### config.mk
export PLATFORM = sky130hd
export DESIGN_NAME = tar_member_extractor
export DESIGN_NICKNAME = d
export VERILOG_FILES = /design/src/tarx_pkg.sv /design/src/tarx_size_dec.sv /design/src/tar_member_extractor.sv
export SDC_FILE = /design/constraint.sdc
export NUM_CORES = 1
export LEC_CHECK = 0
export ABC_AREA = 1
export BUFFER_PORTS_ARGS = -buffer_cell sky130_fd_sc_hd__buf_4
export CORE_ASPECT_RATIO = 2
export CORE_UTILIZATION = 30
export CTS_CLUSTER_DIAMETER = 60
export DETAILED_ROUTE_END_ITERATION = 8
export HOLD_SLACK_MARGIN = 0.1
export MAX_ROUTING_LAYER = met4
export PLACE_DENSITY_LB_ADDON = 0.25
export SETUP_SLACK_MARGIN = 0.4
export SLEW_MARGIN = 10
export SYNTH_ARGS = -nofsm -noshare
export SYNTH_HDL_FRONTEND = slang
export SYNTH_SLANG_ARGS = --single-unit
### constraint.sdc
create_clock -name clk_i -period 2.5 [get_ports clk_i]
set_clock_uncertainty 0.05 [all_clocks]
set_input_delay 0.125 -clock clk_i [delete_from_list [all_inputs] [get_ports clk_i]]
set_output_delay 0.125 -clock clk_i [all_outputs]
set_load 0.01 [all_outputs]
### src/tarx_pkg.sv
// Shared types and constants for the tar member extractor.
package tarx_pkg;

  localparam int unsigned MAX_NAME_BYTES = 56;
  localparam int unsigned NAME_WORDS     = 7;
  localparam int unsigned CFG_IDX_W      = 3;

  localparam logic [8:0] SIZE_FIRST  = 9'd124;
  localparam logic [8:0] SIZE_LAST   = 9'd135;
  localparam logic [8:0] HEADER_LAST = 9'd511;

  localparam logic [7:0] ASCII_ZERO  = 8'd48;
  localparam logic [7:0] ASCII_SPACE = 8'h20;

  localparam logic [CFG_IDX_W-1:0] CFG_NAME_LENGTH = 3'd0;
  localparam logic [CFG_IDX_W-1:0] CFG_NAME_WORD0  = 3'd1;

  typedef enum logic [1:0] {
    PH_HEADER = 2'd0,
    PH_SKIP   = 2'd1,
    PH_DATA   = 2'd2,
    PH_DONE   = 2'd3
  } phase_e;

  typedef enum logic [2:0] {
    ST_DATA       = 3'd0,
    ST_COMPLETE   = 3'd1,
    ST_END_MARKER = 3'd2,
    ST_STREAM_END = 3'd3,
    ST_TRUNCATED  = 3'd4
  } status_e;

  // Controls from the header walker to the size field decoder.
  typedef struct packed {
    logic step;   // a size field byte is consumed
    logic first;  // it is the first byte of the field
    logic clear;  // header done or stream end
  } size_ctl_t;

endpackage

### src/tarx_size_dec.sv
// Size field decoder: base-256 or octal, one byte per step.
module tarx_size_dec (
  input  logic              clk_i,
  input  logic              rst_ni,
  input  tarx_pkg::size_ctl_t ctl_i,
  input  logic [7:0]        byte_i,
  output logic [63:0]       size_o
);

  logic [63:0] size_q, size_d;
  logic        bin_q, bin_d;
  logic        started_q, started_d;
  logic        ended_q, ended_d;
  logic        blank;
  logic [63:0] digit;

  assign blank = (byte_i == 8'h00) || (byte_i == tarx_pkg::ASCII_SPACE);
  // wraps at 64 bits for bytes below ASCII zero
  assign digit = {56'd0, byte_i} - {56'd0, tarx_pkg::ASCII_ZERO};

  always_comb begin
    size_d    = size_q;
    bin_d     = bin_q;
    started_d = started_q;
    ended_d   = ended_q;
    if (ctl_i.clear) begin
      size_d    = '0;
      bin_d     = 1'b0;
      started_d = 1'b0;
      ended_d   = 1'b0;
    end else if (ctl_i.step) begin
      if (ctl_i.first && byte_i[7]) begin
        bin_d     = 1'b1;
        started_d = 1'b0;
        ended_d   = 1'b0;
        size_d    = {57'd0, byte_i[6:0]};
      end else if (bin_q) begin
        size_d = {size_q[55:0], byte_i};
      end else if (!ended_q) begin
        if (!started_q) begin
          if (!blank) begin
            started_d = 1'b1;
            size_d    = digit;
          end
        end else if (blank) begin
          ended_d = 1'b1;
        end else begin
          size_d = {size_q[60:0], 3'b000} + digit;
        end
      end
    end
  end

  always_ff @(posedge clk_i or negedge rst_ni) begin
    if (!rst_ni) begin
      size_q    <= '0;
      bin_q     <= 1'b0;
      started_q <= 1'b0;
      ended_q   <= 1'b0;
    end else begin
      size_q    <= size_d;
      bin_q     <= bin_d;
      started_q <= started_d;
      ended_q   <= ended_d;
    end
  end

  assign size_o = size_q;

endmodule

### src/tar_member_extractor.sv
// Top level: streams a tar archive and passes on the data of one named member.
// An accepted archive word's result word is registered and shown in the cycle after.
// One archive word per cycle while not stalled; a single registered pass over the
// header walker, size decoder and countdown, with one output register.
// Reset: asynchronous, active low; clears the walker state and the name
// registers. end_of_stream also returns the walker state to its reset value.
module tar_member_extractor (
  input  logic        clk_i,
  input  logic        rst_ni,
  input  logic        in_valid_i,
  output logic        in_stall_o,
  input  logic [7:0]  archive_byte_i,
  input  logic        end_of_stream_i,
  output logic        out_valid_o,
  input  logic        out_stall_i,
  output logic [7:0]  out_byte_o,
  output logic        byte_valid_o,
  output logic        last_o,
  output logic [2:0]  status_o,
  input  logic        cfg_valid_i,
  output logic        cfg_ready_o,
  input  logic [tarx_pkg::CFG_IDX_W-1:0] cfg_index_i,
  input  logic [63:0] cfg_data_i
);

  // configuration
  logic [5:0]  name_len_q;
  logic [63:0] name_word_q [tarx_pkg::NAME_WORDS];
  logic [7:0]  name_byte [tarx_pkg::MAX_NAME_BYTES];
  logic [5:0]  len_eff;

  // walker state
  tarx_pkg::phase_e phase_q, phase_d;
  logic [8:0]  hpos_q, hpos_d;
  logic        mism_q, mism_d;
  logic        nend_q, nend_d;
  logic        nonzero_q, nonzero_d;
  logic        pzero_q, pzero_d;
  logic [63:0] count_q, count_d;

  // size decoder
  tarx_pkg::size_ctl_t size_ctl;
  logic [63:0] size_val;

  // per-word result
  logic        res_valid;
  logic [7:0]  res_byte;
  logic        res_bv;
  logic        res_last;
  tarx_pkg::status_e res_status;

  logic        in_acc;
  logic        hdr_end;
  logic        mism_eff;
  logic        nonzero_eff;
  logic        zero_block;
  logic [63:0] size_rnd;
  logic [63:0] skip_cnt;
  logic [63:0] count_dec;

  // output register
  logic        out_valid_q;
  logic [7:0]  out_byte_q;
  logic        out_bv_q;
  logic        out_last_q;
  logic [2:0]  out_status_q;
  logic        out_load;

  assign cfg_ready_o = 1'b1;

  always_ff @(posedge clk_i or negedge rst_ni) begin
    if (!rst_ni) begin
      name_len_q <= '0;
      for (int i = 0; i < tarx_pkg::NAME_WORDS; i++) name_word_q[i] <= '0;
    end else if (cfg_valid_i && cfg_ready_o) begin
      if (cfg_index_i == tarx_pkg::CFG_NAME_LENGTH) begin
        name_len_q <= cfg_data_i[5:0];
      end else begin
        name_word_q[cfg_index_i - tarx_pkg::CFG_NAME_WORD0] <= cfg_data_i;
      end
    end
  end

  always_comb begin
    for (int k = 0; k < tarx_pkg::MAX_NAME_BYTES; k++) begin
      name_byte[k] = name_word_q[k / 8][(k % 8) * 8 +: 8];
    end
  end

  assign len_eff = (name_len_q > 6'(tarx_pkg::MAX_NAME_BYTES)) ?
                   6'(tarx_pkg::MAX_NAME_BYTES) : name_len_q;

  assign out_load   = !out_valid_q || !out_stall_i;
  assign in_stall_o = !out_load;
  assign in_acc     = in_valid_i && !in_stall_o;

  assign hdr_end     = (phase_q == tarx_pkg::PH_HEADER) && (hpos_q == tarx_pkg::HEADER_LAST);
  assign nonzero_eff = nonzero_q || (archive_byte_i != 8'h00);
  // the name field never reaches the last header byte, so the stored flag is final
  assign mism_eff    = mism_q;
  assign zero_block  = (size_val == '0) && !nonzero_eff;

  // skip length rounded up to the block size, saturating
  assign size_rnd  = size_val + 64'd511;
  assign skip_cnt  = (size_val > ~64'h1FF) ? '1 : {size_rnd[63:9], 9'd0};
  assign count_dec = count_q - 64'd1;

  always_comb begin
    size_ctl.step  = in_acc && (phase_q == tarx_pkg::PH_HEADER) &&
                     (hpos_q inside {[tarx_pkg::SIZE_FIRST:tarx_pkg::SIZE_LAST]});
    size_ctl.first = (hpos_q == tarx_pkg::SIZE_FIRST);
    size_ctl.clear = in_acc && (end_of_stream_i || hdr_end);
  end

  tarx_size_dec u_size_dec (
    .clk_i  (clk_i),
    .rst_ni (rst_ni),
    .ctl_i  (size_ctl),
    .byte_i (archive_byte_i),
    .size_o (size_val)
  );

  // next state
  always_comb begin
    phase_d   = phase_q;
    hpos_d    = hpos_q;
    mism_d    = mism_q;
    nend_d    = nend_q;
    nonzero_d = nonzero_q;
    pzero_d   = pzero_q;
    count_d   = count_q;
    if (in_acc) begin
      case (phase_q)
        tarx_pkg::PH_HEADER: begin
          nonzero_d = nonzero_eff;
          if ((hpos_q < {3'd0, len_eff}) && !mism_q && !nend_q) begin
            if (archive_byte_i != name_byte[hpos_q[5:0]]) begin
              mism_d = 1'b1;
            end else if (archive_byte_i == 8'h00) begin
              nend_d = 1'b1;
            end
          end
          if (hdr_end) begin
            hpos_d    = '0;
            mism_d    = 1'b0;
            nend_d    = 1'b0;
            nonzero_d = 1'b0;
            if (!mism_eff) begin
              if (size_val == '0) begin
                phase_d = tarx_pkg::PH_DONE;
              end else begin
                count_d = size_val;
                phase_d = tarx_pkg::PH_DATA;
              end
            end else if (zero_block && pzero_q) begin
              phase_d = tarx_pkg::PH_DONE;
            end else begin
              pzero_d = zero_block;
              count_d = skip_cnt;
              phase_d = (skip_cnt != '0) ? tarx_pkg::PH_SKIP : tarx_pkg::PH_HEADER;
            end
          end else begin
            hpos_d = hpos_q + 9'd1;
          end
        end
        tarx_pkg::PH_SKIP: begin
          count_d = count_dec;
          if (count_dec == '0) phase_d = tarx_pkg::PH_HEADER;
        end
        tarx_pkg::PH_DATA: begin
          count_d = count_dec;
          if (count_dec == '0) phase_d = tarx_pkg::PH_DONE;
        end
        default: ;
      endcase
      if (end_of_stream_i) begin
        phase_d   = tarx_pkg::PH_HEADER;
        hpos_d    = '0;
        mism_d    = 1'b0;
        nend_d    = 1'b0;
        nonzero_d = 1'b0;
        pzero_d   = 1'b0;
        count_d   = '0;
      end
    end
  end

  // result of the accepted word
  always_comb begin
    res_valid  = 1'b0;
    res_byte   = 8'h00;
    res_bv     = 1'b0;
    res_last   = 1'b0;
    res_status = tarx_pkg::ST_DATA;
    case (phase_q)
      tarx_pkg::PH_HEADER: begin
        if (hdr_end && !mism_eff && (size_val == '0)) begin
          res_valid  = 1'b1;
          res_last   = 1'b1;
          res_status = tarx_pkg::ST_COMPLETE;
        end else if (hdr_end && mism_eff && zero_block && pzero_q) begin
          res_valid  = 1'b1;
          res_last   = 1'b1;
          res_status = tarx_pkg::ST_END_MARKER;
        end else if (end_of_stream_i) begin
          res_valid  = 1'b1;
          res_last   = 1'b1;
          // matched on this word with data owed
          res_status = (hdr_end && !mism_eff) ? tarx_pkg::ST_TRUNCATED :
                                                tarx_pkg::ST_STREAM_END;
        end
      end
      tarx_pkg::PH_SKIP: begin
        if (end_of_stream_i) begin
          res_valid  = 1'b1;
          res_last   = 1'b1;
          res_status = tarx_pkg::ST_STREAM_END;
        end
      end
      tarx_pkg::PH_DATA: begin
        res_valid = 1'b1;
        res_byte  = archive_byte_i;
        res_bv    = 1'b1;
        if (count_dec == '0) begin
          res_last = 1'b1;
        end else if (end_of_stream_i) begin
          res_last   = 1'b1;
          res_status = tarx_pkg::ST_TRUNCATED;
        end
      end
      default: ;
    endcase
  end

  always_ff @(posedge clk_i or negedge rst_ni) begin
    if (!rst_ni) begin
      phase_q   <= tarx_pkg::PH_HEADER;
      hpos_q    <= '0;
      mism_q    <= 1'b0;
      nend_q    <= 1'b0;
      nonzero_q <= 1'b0;
      pzero_q   <= 1'b0;
      count_q   <= '0;
    end else begin
      phase_q   <= phase_d;
      hpos_q    <= hpos_d;
      mism_q    <= mism_d;
      nend_q    <= nend_d;
      nonzero_q <= nonzero_d;
      pzero_q   <= pzero_d;
      count_q   <= count_d;
    end
  end

  always_ff @(posedge clk_i or negedge rst_ni) begin
    if (!rst_ni) begin
      out_valid_q <= 1'b0;
    end else if (out_load) begin
      out_valid_q <= in_acc && res_valid;
    end
  end

  always_ff @(posedge clk_i) begin
    if (out_load && in_acc && res_valid) begin
      out_byte_q   <= res_byte;
      out_bv_q     <= res_bv;
      out_last_q   <= res_last;
      out_status_q <= res_status;
    end
  end

  assign out_valid_o  = out_valid_q;
  assign out_byte_o   = out_byte_q;
  assign byte_valid_o = out_bv_q;
  assign last_o       = out_last_q;
  assign status_o     = out_status_q;

`ifndef SYNTH
  a_data_count: assert property (@(posedge clk_i) disable iff (!rst_ni)
    (phase_q == tarx_pkg::PH_DATA) |-> (count_q != '0))
    else $error("data phase with zero count");

  a_skip_count: assert property (@(posedge clk_i) disable iff (!rst_ni)
    (phase_q == tarx_pkg::PH_SKIP) |-> (count_q != '0))
    else $error("skip phase with zero count");

  a_hpos_phase: assert property (@(posedge clk_i) disable iff (!rst_ni)
    (hpos_q != '0) |-> (phase_q == tarx_pkg::PH_HEADER))
    else $error("header position off header phase");

  a_eos_restart: assert property (@(posedge clk_i) disable iff (!rst_ni)
    (in_acc && end_of_stream_i) |=>
      ((phase_q == tarx_pkg::PH_HEADER) && (hpos_q == '0) && !pzero_q))
    else $error("no restart after stream end");

  a_data_status: assert property (@(posedge clk_i) disable iff (!rst_ni)
    (out_valid_o && byte_valid_o) |->
      ((status_o == tarx_pkg::ST_DATA) || (status_o == tarx_pkg::ST_TRUNCATED)))
    else $error("data word with wrong status");
`endif

endmodule
== Yosys cells after proc, flatten, opt, wreduce, memory -nomap -nowiden ==
Cells that the tools add are included.

* Latch bits: 0
* Flip-flop bits (word level): 614
* Output and inout port bits: 16
* Bits in writable memories: 0
* Memories kept: 0
* Input port bits: 81
* Bits in read-only memories: 0

* Shift operators: 0
* Divide/modulo/power cells: 0
* Order comparisons: 8
* Reductions and logical operators: 60
* Multiplexer cells: 85
* $mul: 0
* Equality and inequality tests: 17
* Bitwise gates (word level): 3
* Add/sub/neg operators: 6

{| class="wikitable"
|+ Operators by type and width
! cell !! count
|-
| 64-bit 2-to-1 mux || 15
|-
| 448-bit bitwise mux || 1
|-
| 64-bit demux with 3-bit select || 1
|-
| 64-bit logical NOT || 2
|-
| 64-bit one-hot mux with 2 select lines || 1
|-
| 64-bit adder || 1
|-
| 64-bit by 9-bit adder with 64-bit output (second input constant) || 1
|-
| 64-bit greater-than comparator (second input constant) || 1
|-
| 64-bit nonzero test || 1
|-
| 64-bit by 1-bit subtractor with 64-bit output (second input constant) || 1
|-
| 8-bit binary-select mux with 6-bit select || 1
|-
| 1-bit 2-to-1 mux || 43
|-
| 9-bit 2-to-1 mux || 3
|-
| 1-bit logical AND || 20
|-
| 5-bit AND reduction || 4
|-
| 3-bit 2-to-1 mux || 6
|-
| 3-bit != test (second input constant) || 6
|-
| 8-bit 2-to-1 mux || 2
|-
| 2-bit 2-to-1 mux || 7
|-
| 3-bit nonzero test || 4
|-
| 2-bit AND reduction || 5
|-
| 2-bit nonzero test || 5
|-
| 9-bit by 1-bit adder with 9-bit output (second input constant) || 1
|-
| 9-bit by 7-bit equality test with 1-bit output (second input constant) || 1
|-
| other kinds (34) || 46
|}

== Depth between registers and ports, before layout ==
Gate-level depths: netlist of run 1.

* Word-level depth: 10
* Depth in mapped cells: 22
* Depth with buffers taken out: 21

== Cells and area by module ==
A second synthesis of run 1 with hierarchy kept.

* Cells, all modules: 6003
* Area total of the unflattened synthesis: 39938.3 um2

{| class="wikitable"
|+ Modules (own cells, without submodules)
! module !! cells an instance !! times used !! seq. area each (um2) !! area each (um2)
|-
| tar_member_extractor || 4349 || 1 || 13753.2 || 30862.1
|-
| tarx_size_dec || 1654 || 1 || 1676.6 || 9076.2
|}

== Worst setup path after synthesis of run 1 ==
No wires, ideal clock.

* Path kind: input to register
* From: input archive_byte_i[7]
* To: register u_size_dec.size_q[47], in the netlist u_size_dec.size_o[47]
* Cell stages on the path: 19
* Buffers on the path: 1
* Setup slack: -1.943 ns
* Arrival: 4.267 ns
* Path through: buf_2 -> nor2_1 -> inv_1 -> nor2_1 -> ha_1 -> a21oi_1 -> o21ai_0 -> a21oi_1 -> o21ai_1 -> nand2_1 -> nand2_1 -> nand2_1 -> nand2_1 -> nand2_1 -> nand2_1 -> o21ai_0 -> nand2_1 -> nand2_1 -> o21ai_1

* Word-level cells in the longest chain between the ends: 9

{| class="wikitable"
|+ RTL lines
! item !! line !! text
|-
| start, declared || tar_member_extractor.sv:12 || <nowiki>input logic [7:0] archive_byte_i,</nowiki>
|-
| 8-bit by 6-bit subtractor with 9-bit output || tarx_size_dec.sv:19 || <nowiki>assign digit = {56'd0, byte_i} - {56'd0, tarx_pkg::ASCII_ZERO};</nowiki>
|-
| 64-bit adder || tarx_size_dec.sv:48 || <nowiki>size_d = {size_q[60:0], 3'b000} + digit;</nowiki>
|-
| 64-bit 2-to-1 mux || tarx_size_dec.sv:45 || <nowiki>end else if (blank) begin</nowiki>
|-
| 64-bit 2-to-1 mux || tarx_size_dec.sv:40 || <nowiki>if (!started_q) begin</nowiki>
|-
| 64-bit 2-to-1 mux || tarx_size_dec.sv:39 || <nowiki>end else if (!ended_q) begin</nowiki>
|-
| 64-bit 2-to-1 mux || tarx_size_dec.sv:37 || <nowiki>end else if (bin_q) begin</nowiki>
|-
| 64-bit 2-to-1 mux || tarx_size_dec.sv:32 || <nowiki>if (ctl_i.first && byte_i[7]) begin</nowiki>
|-
| 64-bit 2-to-1 mux || tarx_size_dec.sv:31 || <nowiki>end else if (ctl_i.step) begin</nowiki>
|-
| 64-bit 2-to-1 mux || tarx_size_dec.sv:26 || <nowiki>if (ctl_i.clear) begin</nowiki>
|-
| end signal, assigned || tarx_size_dec.sv:61 || <nowiki>size_q <= size_d;</nowiki>
|-
| end, declared || tarx_size_dec.sv:10 || <nowiki>logic [63:0] size_q, size_d;</nowiki>
|}

Parallel ways exist; a longest one is shown, timed or not. The select of a mux whose other input is x is not followed.
A chain may end at the register's enable or synchronous reset.

== Worst setup path in the final report of run 1 ==
* From: register u_size_dec.size_q[60], in the netlist u_size_dec.size_o[60]
* To: register count_q[50]

* Word-level cells in the longest chain between the ends: 7

{| class="wikitable"
|+ RTL lines
! item !! line !! text
|-
| 64-bit greater-than comparator || tar_member_extractor.sv:105 || <nowiki>assign skip_cnt = (size_val > ~64'h1FF) ? '1 : {size_rnd[63:9], 9'd0};</nowiki>
|-
| 64-bit 2-to-1 mux || tar_member_extractor.sv:105 ||
|-
| 64-bit 2-to-1 mux || tar_member_extractor.sv:155 || <nowiki>end else if (zero_block && pzero_q) begin</nowiki>
|-
| 64-bit 2-to-1 mux || tar_member_extractor.sv:148 || <nowiki>if (!mism_eff) begin</nowiki>
|-
| 64-bit 2-to-1 mux || tar_member_extractor.sv:143 || <nowiki>if (hdr_end) begin</nowiki>
|-
| 64-bit one-hot mux with 2 select lines || tar_member_extractor.sv:133 || <nowiki>case (phase_q)</nowiki>
|-
| 64-bit 2-to-1 mux || tar_member_extractor.sv:176 || <nowiki>if (end_of_stream_i) begin</nowiki>
|-
| end signal, assigned || tar_member_extractor.sv:251 || <nowiki>count_q <= count_d;</nowiki>
|-
| end, declared || tar_member_extractor.sv:39 || <nowiki>logic [63:0] count_q, count_d;</nowiki>
|}

Parallel ways exist; a longest one is shown, timed or not. The select of a mux whose other input is x is not followed.

==> summary.md, run 1 <==
| Metric | Value |
|---|---|
| Failing checks | `negative setup slack` |
| Remaining DRCs | `0` |
| Post-synth EDFFs | `13` |
| Worst VDD drop | `0.0007232 V` |
| Layout cell share with drive strength beyond 1 | `30.01%` |
| DR pass1 iterations | `6` |
| Max-slew violation count | `0` |
| Starting Density | `30.30%` |
| H-tree levels | `3` |
| Max clock buf depth | `3` |
| GRT overflow | `0` |
| Clock transition at path regs | `60 ps` |
| Nets | `7163` |
| DP Worst Slack | `-1006 ps` |
| Post-synthesis cell area | `38930 sq um` |
| RSZ-0062 raised after global routing | `yes` |
| Detailed Route WL | `203400 microns` |
| Fill count | `13.26k` |
| Mapped Cells | `5790` |
| Non-Filler Instances | `8750` |
| Warnings, synthesis | `0` |
| Vias | `44.51k` |
| Sw frac | `46.66%` |
| Slowest CP cell | `nor4_1` |
| Slowest stage delay, CP | `520 ps` |
| Placed Cells | `8409` |
| P per Cell Area | `1193 nW/um^2` |
| CP Cell Sequence | `nor4_1 > nand3_4 > nor2_4 > nand2_4 > buf_12 > nor3_4 > nand2_1 > nand2_2 > nor2_4 > buf_12 > buf_6 > inv_4 > buf_12 > nor2_4 > nand2_1 > nand2_1` |
| Worst EP required | `3030 ps` |
| Synth Flop Type | `dfrtp_1` |
| Final period utilization | `115.2%` |
| CP startpoint kind | `register` |
| Mean Syn Cell Area | `6.723 sq um` |
| Most instantiated cells after synthesis | `1666 x nand2_1, 856 x o21ai_0, 709 x nor2_1, 601 x dfrtp_1, 560 x inv_1` |
| Final Wtd Congestion | `1.005` |
| Post-place instance area | `49680 sq um` |
| Post-route ant nets | `0` |
| Top-area cell type share of the netlist area | `38.63%` |
| Max transition margin | `47.44%` |
| Initial antenna violation count | `3` |
| CTS tree | `built` |
| Fmax | `347.3 MHz` |
| Total CTS buffers | `68` |
| Fin worst setup slack | `-379.1 ps` |
| First-pass GRT wire length | `286900 microns` |
| PortBufs | `95` |
| Final Total Pwr | `68.98 mW` |
| Initial DRC count | `3028` |
| Arrival time worst endpoint | `3410 ps` |
| Slew @ Worst Pin | `788.4 ps` |
| P_sw | `32.19 mW` |
| Minimum clock period | `2879 ps` |
| Routed len/inst | `23.25 microns` |
| Yosys top cell by area | `dfrtp_1` |
| Hold WS | `132.8 ps` |
| Final instance area | `57800 sq um` |
| Worst-path fanout max | `8` |
| Die ar. | `131300 sq um` |
| Clock share of power | `15.6%` |
| WS Path Type | `reg -> reg` |
| Vias in the first global route | `45.00k` |
| Root Buffer Master | `clkbuf_16` |
| #FFs+latches synth | `614` |
| Fin. Hold Viols | `0` |
| Largest net degree at the start of global routing | `129` |
| Post-synth net total | `5951` |
| Max cap viols | `0` |
| Synth area leaders | `dfrtp_1 39%, nand2_1 16%, o21ai_0 11%, nor2_1 6.8%, inv_1 5.4%` |
| HP Class | `in -> reg` |
| Seq pwr share | `22.6%` |
| Gate power share | `61.8%` |
| Clock sink count | `614` |
| Async SR Flop Fraction | `97.88%` |
| Row Count | `186` |
| Area grow syn2layout | `48.47%` |
| Most frequent cell after synthesis | `nand2_1` |
| Delay-heaviest family, CP | `simple AND/OR/NAND/NOR gates` |
| Die Wd | `256.7 microns` |
| Overall routing resource usage | `30.68%` |
| Leak Pwr | `27.91 nW` |
| Cell Int Power | `36.79 mW` |
| Register area share after synthesis | `39.64%` |
| DR vias/cell | `5.087` |
| Top Ports | `97` |
| CP bufs+invs | `5` |
| Crit. End Element | `register` |
| Detail Placement HPWL | `152700 microns` |
| Status | `finished, violations left` |
| Final setup fails | `137` |
| Die Height | `511.4 microns` |
| Core ar. | `128500 sq um` |
| Clk_lat worst skew | `700 ps` |
| Yosys cell types | `58` |
==> timing repair <==
action,CTS,global route
hold buffers,84,0
resized for setup,377,642
hold endpoints to repair,946,0
pin swaps,66,226
setup endpoints to repair,160,248
setup buffers,44,63
cloned,4,20
==> power by group through the flow <==
| stage | registers [mW] | logic (mW) | clock network, mW |
|---|---|---|---|
| final | 15.6 | 42.6 | 10.7 |
| after floorplan | 14.9 | 17.3 | 0 |
| after CTS | 15.3 | 37.8 | 10.9 |
| after global placement | 15.4 | 35.3 | 0 |
| after detailed placement | 15.4 | 35.5 | 0 |
| after global routing | 16.0 | 45.7 | 11.2 |
==> cell families after synthesis <==
kind of cell | count (synthesis) | share of synthesized area [%]
AO/OA/AOI/OAI | 1271 | 17.32
XOR/XNOR | 43 | 0.9674
adder cells (fa/ha/maj) | 80 | 2.591
buffers and inverters | 855 | 8.684
flip-flops | 614 | 39.64
other | 1 | 0.009633
AND/OR/NAND/NOR | 2926 | 30.79
==> sequential cells by signal, summed over array words and instances (netlist names), 2 cells and up <==
| register | cells |
|---|---|
| count_q | 64 |
| hpos_q | 9 |
| name_byte | 448 |
| name_len_q | 6 |
| out_byte_o | 8 |
| phase_q | 2 |
| status_o | 3 |
| u_size_dec.size_o | 64 |
==> cells in the final DEF, fill, tap and decap left out, types with 34 or more instances in the layout <==
| cell | n |
|---|---|
| a21oi_1 | 181 |
| a21oi_2 | 42 |
| buf_12 | 69 |
| buf_4 | 1169 |
| buf_6 | 65 |
| clkbuf_16 | 86 |
| dfrtp_1 | 564 |
| dfrtp_2 | 35 |
| dlygate4sd3_1 | 83 |
| ha_1 | 38 |
| ha_4 | 36 |
| inv_1 | 528 |
| nand2_1 | 1506 |
| nand2_2 | 130 |
| nand3_1 | 274 |
| nand3_2 | 47 |
| nand4_1 | 62 |
| nor2_1 | 571 |
| nor2_2 | 78 |
| nor2_4 | 77 |
| nor3_1 | 48 |
| o211ai_1 | 53 |
| o21ai_0 | 721 |
| o21ai_1 | 108 |
| o21ai_2 | 49 |
| o22ai_1 | 41 |
| xor2_1 | 34 |
==> path summary, 6_finish.rpt <==
path                                             from              to  slack, ps  cells after the start
worst max-delay path            u_size_dec.size_o[60]     count_q[50]       -380                     16
worst min-delay path                archive_byte_i[4]          nend_q        130                      9
worst max register to register  u_size_dec.size_o[60]     count_q[50]       -380                     16
worst min register to register         name_byte[419]  name_byte[419]        430                      2
max in group asynchronous                      rst_ni   name_byte[78]        920                      5
min in group asynchronous                      rst_ni  name_byte[171]        520                      3
==> worst reg2reg max path, delay by kind of cell (launching register included) <==
kind | cells | cell delay [ps]
buffers and inverters | 5 | 660
DFF | 1 | 400
and+or+nand+nor | 11 | 1670
==> metal layers <==
layer | part of all wire [%] | global-route usage (%) | up-vias | wire (microns)
li1 | - | - | 21260 | -
met1 | 31 | 26.19 | 21030 | 62380
met2 | 53 | 55.53 | 1418 | 106900
met3 | 3.7 | 3.971 | 811 | 7487
met4 | 13 | 31.65 | 0 | 26630
met5 | 0 | - | - | 0
==> cell type report <==
type / instances / area (sq um) / share of cell area [%]
clock buffers: 99 / 1939 / 3.355
multi-input cells: 4322 / 23100 / 39.96
repair inverters: 3 / 51.30 / 0.08876
diodes: 3 / 7.507 / 0.01299
inverters: 573 / 2250 / 3.892
well taps: 1692 / 2117 / 3.663
clock inverters: 24 / 359.1 / 0.6213
flip-flops and latches: 614 / 15480 / 26.78
repair buffers: 1420 / 12500 / 21.62
==> through the flow <==
step | TNS, ps | util (%)
4_1_cts | -31120 | 42.55
3_5_place_dp | -81250 | 38.67
2_1_floorplan | -24070 | -
3_3_place_gp | -83600 | 38.67
5_1_grt | -54840 | 44.99
6_report | -33710 | 44.99
Power figures use the tool's default switching activity.
==> run 2, diff against run 1 <==
--- a/config.mk
+++ b/config.mk
@@ -15,6 +15,7 @@
 export MAX_ROUTING_LAYER = met4
 export PLACE_DENSITY_LB_ADDON = 0.25
 export SETUP_SLACK_MARGIN = 0.4
+export SKIP_LAST_GASP = 1
 export SLEW_MARGIN = 10
 export SYNTH_ARGS = -nofsm -noshare
 export SYNTH_HDL_FRONTEND = slang
==> constraint.sdc (replaced) <==
create_clock -name clk_i -period 2.5 [get_ports clk_i]
set_clock_uncertainty 0.05 [all_clocks]
set_input_delay 0.5 -clock clk_i [delete_from_list [all_inputs] [get_ports clk_i]]
set_output_delay 0.5 -clock clk_i [all_outputs]
set_load 0.01 [all_outputs]
==> run 2 against run 1 <==
Against the previous run: register-to-register slack got worse by 120 ps; count of clock-buffer cells in the layout decreased by 13; die area unchanged; sequential share of layout area increased by 0.22 points; final cell count is 0.81% lower; setup slack got worse by 120 ps; the flow still finishes with violations (negative setup slack); design area down 0.97%; largest cell class unchanged; first-iteration DRC count fell by 16%.
==> summary.md, run 2 (same netlist as run 1, synthesis figures left out) <==
| Metric | Value |
|---|---|
| Hold WS | `135.4 ps` |
| Clk_lat worst skew | `710 ps` |
| Initial DRC count | `2531` |
| Final period utilization | `120.1%` |
| H-tree levels | `3` |
| Slowest stage delay, CP | `400 ps` |
| CTS tree | `built` |
| Remaining DRCs | `0` |
| Clock transition at path regs | `60 ps` |
| Fmax | `333.1 MHz` |
| DR vias/cell | `5.118` |
| Largest net degree at the start of global routing | `88` |
| Worst Hold End | `name_byte[278]` |
| Final Wtd Congestion | `1.032` |
| Hold Crit Start | `cfg_data_i[46]` |
| Fin worst setup slack | `-502.1 ps` |
| First-pass GRT wire length | `290600 microns` |
| PortBufs | `95` |
| HP Class | `in -> reg` |
| Crit. End Element | `register` |
| Status | `finished, violations left` |
| Worst EP required | `3050 ps` |
| Slew @ Worst Pin | `720.9 ps` |
| RSZ-0062 raised after global routing | `yes` |
| Row Count | `186` |
| Vias in the first global route | `45.01k` |
| Max-slew violation count | `0` |
| Max cap viols | `0` |
| Worst-path fanout max | `7` |
| Placed Cells | `8416` |
| R2r setup slk | `-500 ps` |
| Leak Pwr | `27.67 nW` |
| Area grow syn2layout | `47.03%` |
| Initial antenna violation count | `2` |
| WS Path Type | `reg -> reg` |
| Post-route ant nets | `0` |
| Top Ports | `97` |
| DR pass1 iterations | `8` |
| Root Buffer Master | `clkbuf_16` |
| GRT overflow | `0` |
| Reg-to-Reg Start | `u_size_dec.size_o[0]` |
| Vias | `44.42k` |
| CP startpoint kind | `register` |
| Clock sink count | `614` |
| Failing checks | `negative setup slack` |
| Final setup fails | `150` |
| Layout cell share with drive strength beyond 1 | `30.42%` |
| Commonest non-fill, non-tap cell in the layout | `nand2_1` |
| Max transition margin | `51.94%` |
| Worst VDD drop | `0.0007907 V` |
| Starting Density | `30.30%` |
| Detail Placement HPWL | `154500 microns` |
| Total CTS buffers | `69` |
| Fin. Hold Viols | `0` |
| Minimum clock period | `3002 ps` |
| Reg2Reg Depth | `19` |
| Max clock buf depth | `3` |
| Hold Crit Depth | `3` |
| Delay-heaviest family, CP | `buffers and inverters` |
| Core ar. | `128500 sq um` |
| Reg2reg end | `count_q[37]` |
| Die Height | `511.4 microns` |
| Die Wd | `256.7 microns` |
| Most frequent cells in the layout | `1520 x nand2_1, 1174 x buf_4, 755 x o21ai_0` |
| Overall routing resource usage | `31.13%` |
| Arrival time worst endpoint | `3550 ps` |
| Nets | `7095` |
| CP Cell Sequence | `nor2_2 > nand3_2 > nor2_4 > buf_12 > nand3_4 > buf_6 > nor2_4 > buf_6 > nand2_4 > buf_8 > buf_6 > o31ai_4 > inv_1 > nand2_2 > buf_6 > buf_16 > buf_12 > inv_16 > o22ai_1` |
| Detailed Route WL | `203800 microns` |
| Routed len/inst | `23.48 microns` |
| CP dominant cell by count | `buf_6` |
| Die ar. | `131300 sq um` |
| Max reg flops | `448` |
| Non-Filler Instances | `8679` |
| P per Cell Area | `1193 nW/um^2` |
| CP bufs+invs | `10` |
| Fill count | `13.33k` |
| Slowest CP cell | `dfrtp_1` |
-- run 2: how the worst max path moves through the flow --
stage,cells past startpoint,startpoint,to
6_report,19,u_size_dec.size_o[0],count_q[37]
5_1_grt,19,u_size_dec.size_o[0],count_q[37]
4_1_cts,20,hpos_q[0],nend_q
3_5_place_dp,22,archive_byte_i[7],u_size_dec.size_o[50]
3_3_place_gp,22,archive_byte_i[7],u_size_dec.size_o[50]
2_1_floorplan,19,archive_byte_i[7],u_size_dec.size_o[47]
-- run 2: per-layer routing --
metal / part of all wire, % / global-route usage [%]
met1: 30 / 26.21
met2: 53 / 56.56
met3: 4.0 / 4.055
met4: 13 / 32.57
met5: 0 / -
-- run 2: repair_timing --
item,in CTS,in global routing
pin swaps,92,145
setup buffers,68,44
gates resized for setup,457,512
gates cloned,13,11
hold buffers,3,0
setup endpoints to repair,157,160
endpoints found under the hold margin,214,0
-- run 2: metrics by stage --
stage / setup TNS [ps] / utilization (%) / power [mW] / setup WS (ps) / instance area, sq um
6_report: -49190 / 44.55 / 68.29 / -502.1 / 57230
4_1_cts: -45920 / 42.60 / 65.00 / -453.3 / 54730
5_1_grt: -63950 / 44.55 / 72.28 / -576.4 / 57230
3_5_place_dp: -121070 / 38.73 / 51.22 / -1756 / 49750
3_3_place_gp: -123960 / 38.73 / 51.02 / -1800 / 49750
2_1_floorplan: -44770 / - / 32.22 / -887.9 / 38940
-- run 2: worst register-to-register path, stage by stage, from the launching register on --
cell	delay [ps]
dfrtp_1	400
nor2_2	150
nand3_2	140
nor2_4	180
buf_12	150
nand3_4	90
buf_6	160
nor2_4	110
buf_6	110
nand2_4	40
buf_8	150
buf_6	130
o31ai_4	160
inv_1	70
nand2_2	120
buf_6	170
buf_16	180
buf_12	140
inv_16	40
o22ai_1	160
-- run 2: power by group --
| group | total, mW | switching, mW | internal, mW |
|---|---|---|---|
| clock network | 11.0 | 4.85 | 6.16 |
| registers | 15.5 | 2.50 | 13.0 |
| logic | 41.8 | 24.4 | 17.3 |
| total | 68.3 | 31.8 | 36.5 |
-- run 2: layout make-up --
class | instances | area [sq um] | area share, %
timing repair buffer | 1353 | 11870 | 20.73
antenna | 2 | 5.005 | 0.008744
tap | 1692 | 2117 | 3.699
clock buffer | 86 | 1861 | 3.251
timing repair inverter | 2 | 31.28 | 0.05465
multi-input combinational | 4321 | 23110 | 40.39
clock inverter | 36 | 539.3 | 0.9422
sequential | 614 | 15460 | 27.00
inverter | 573 | 2243 | 3.920
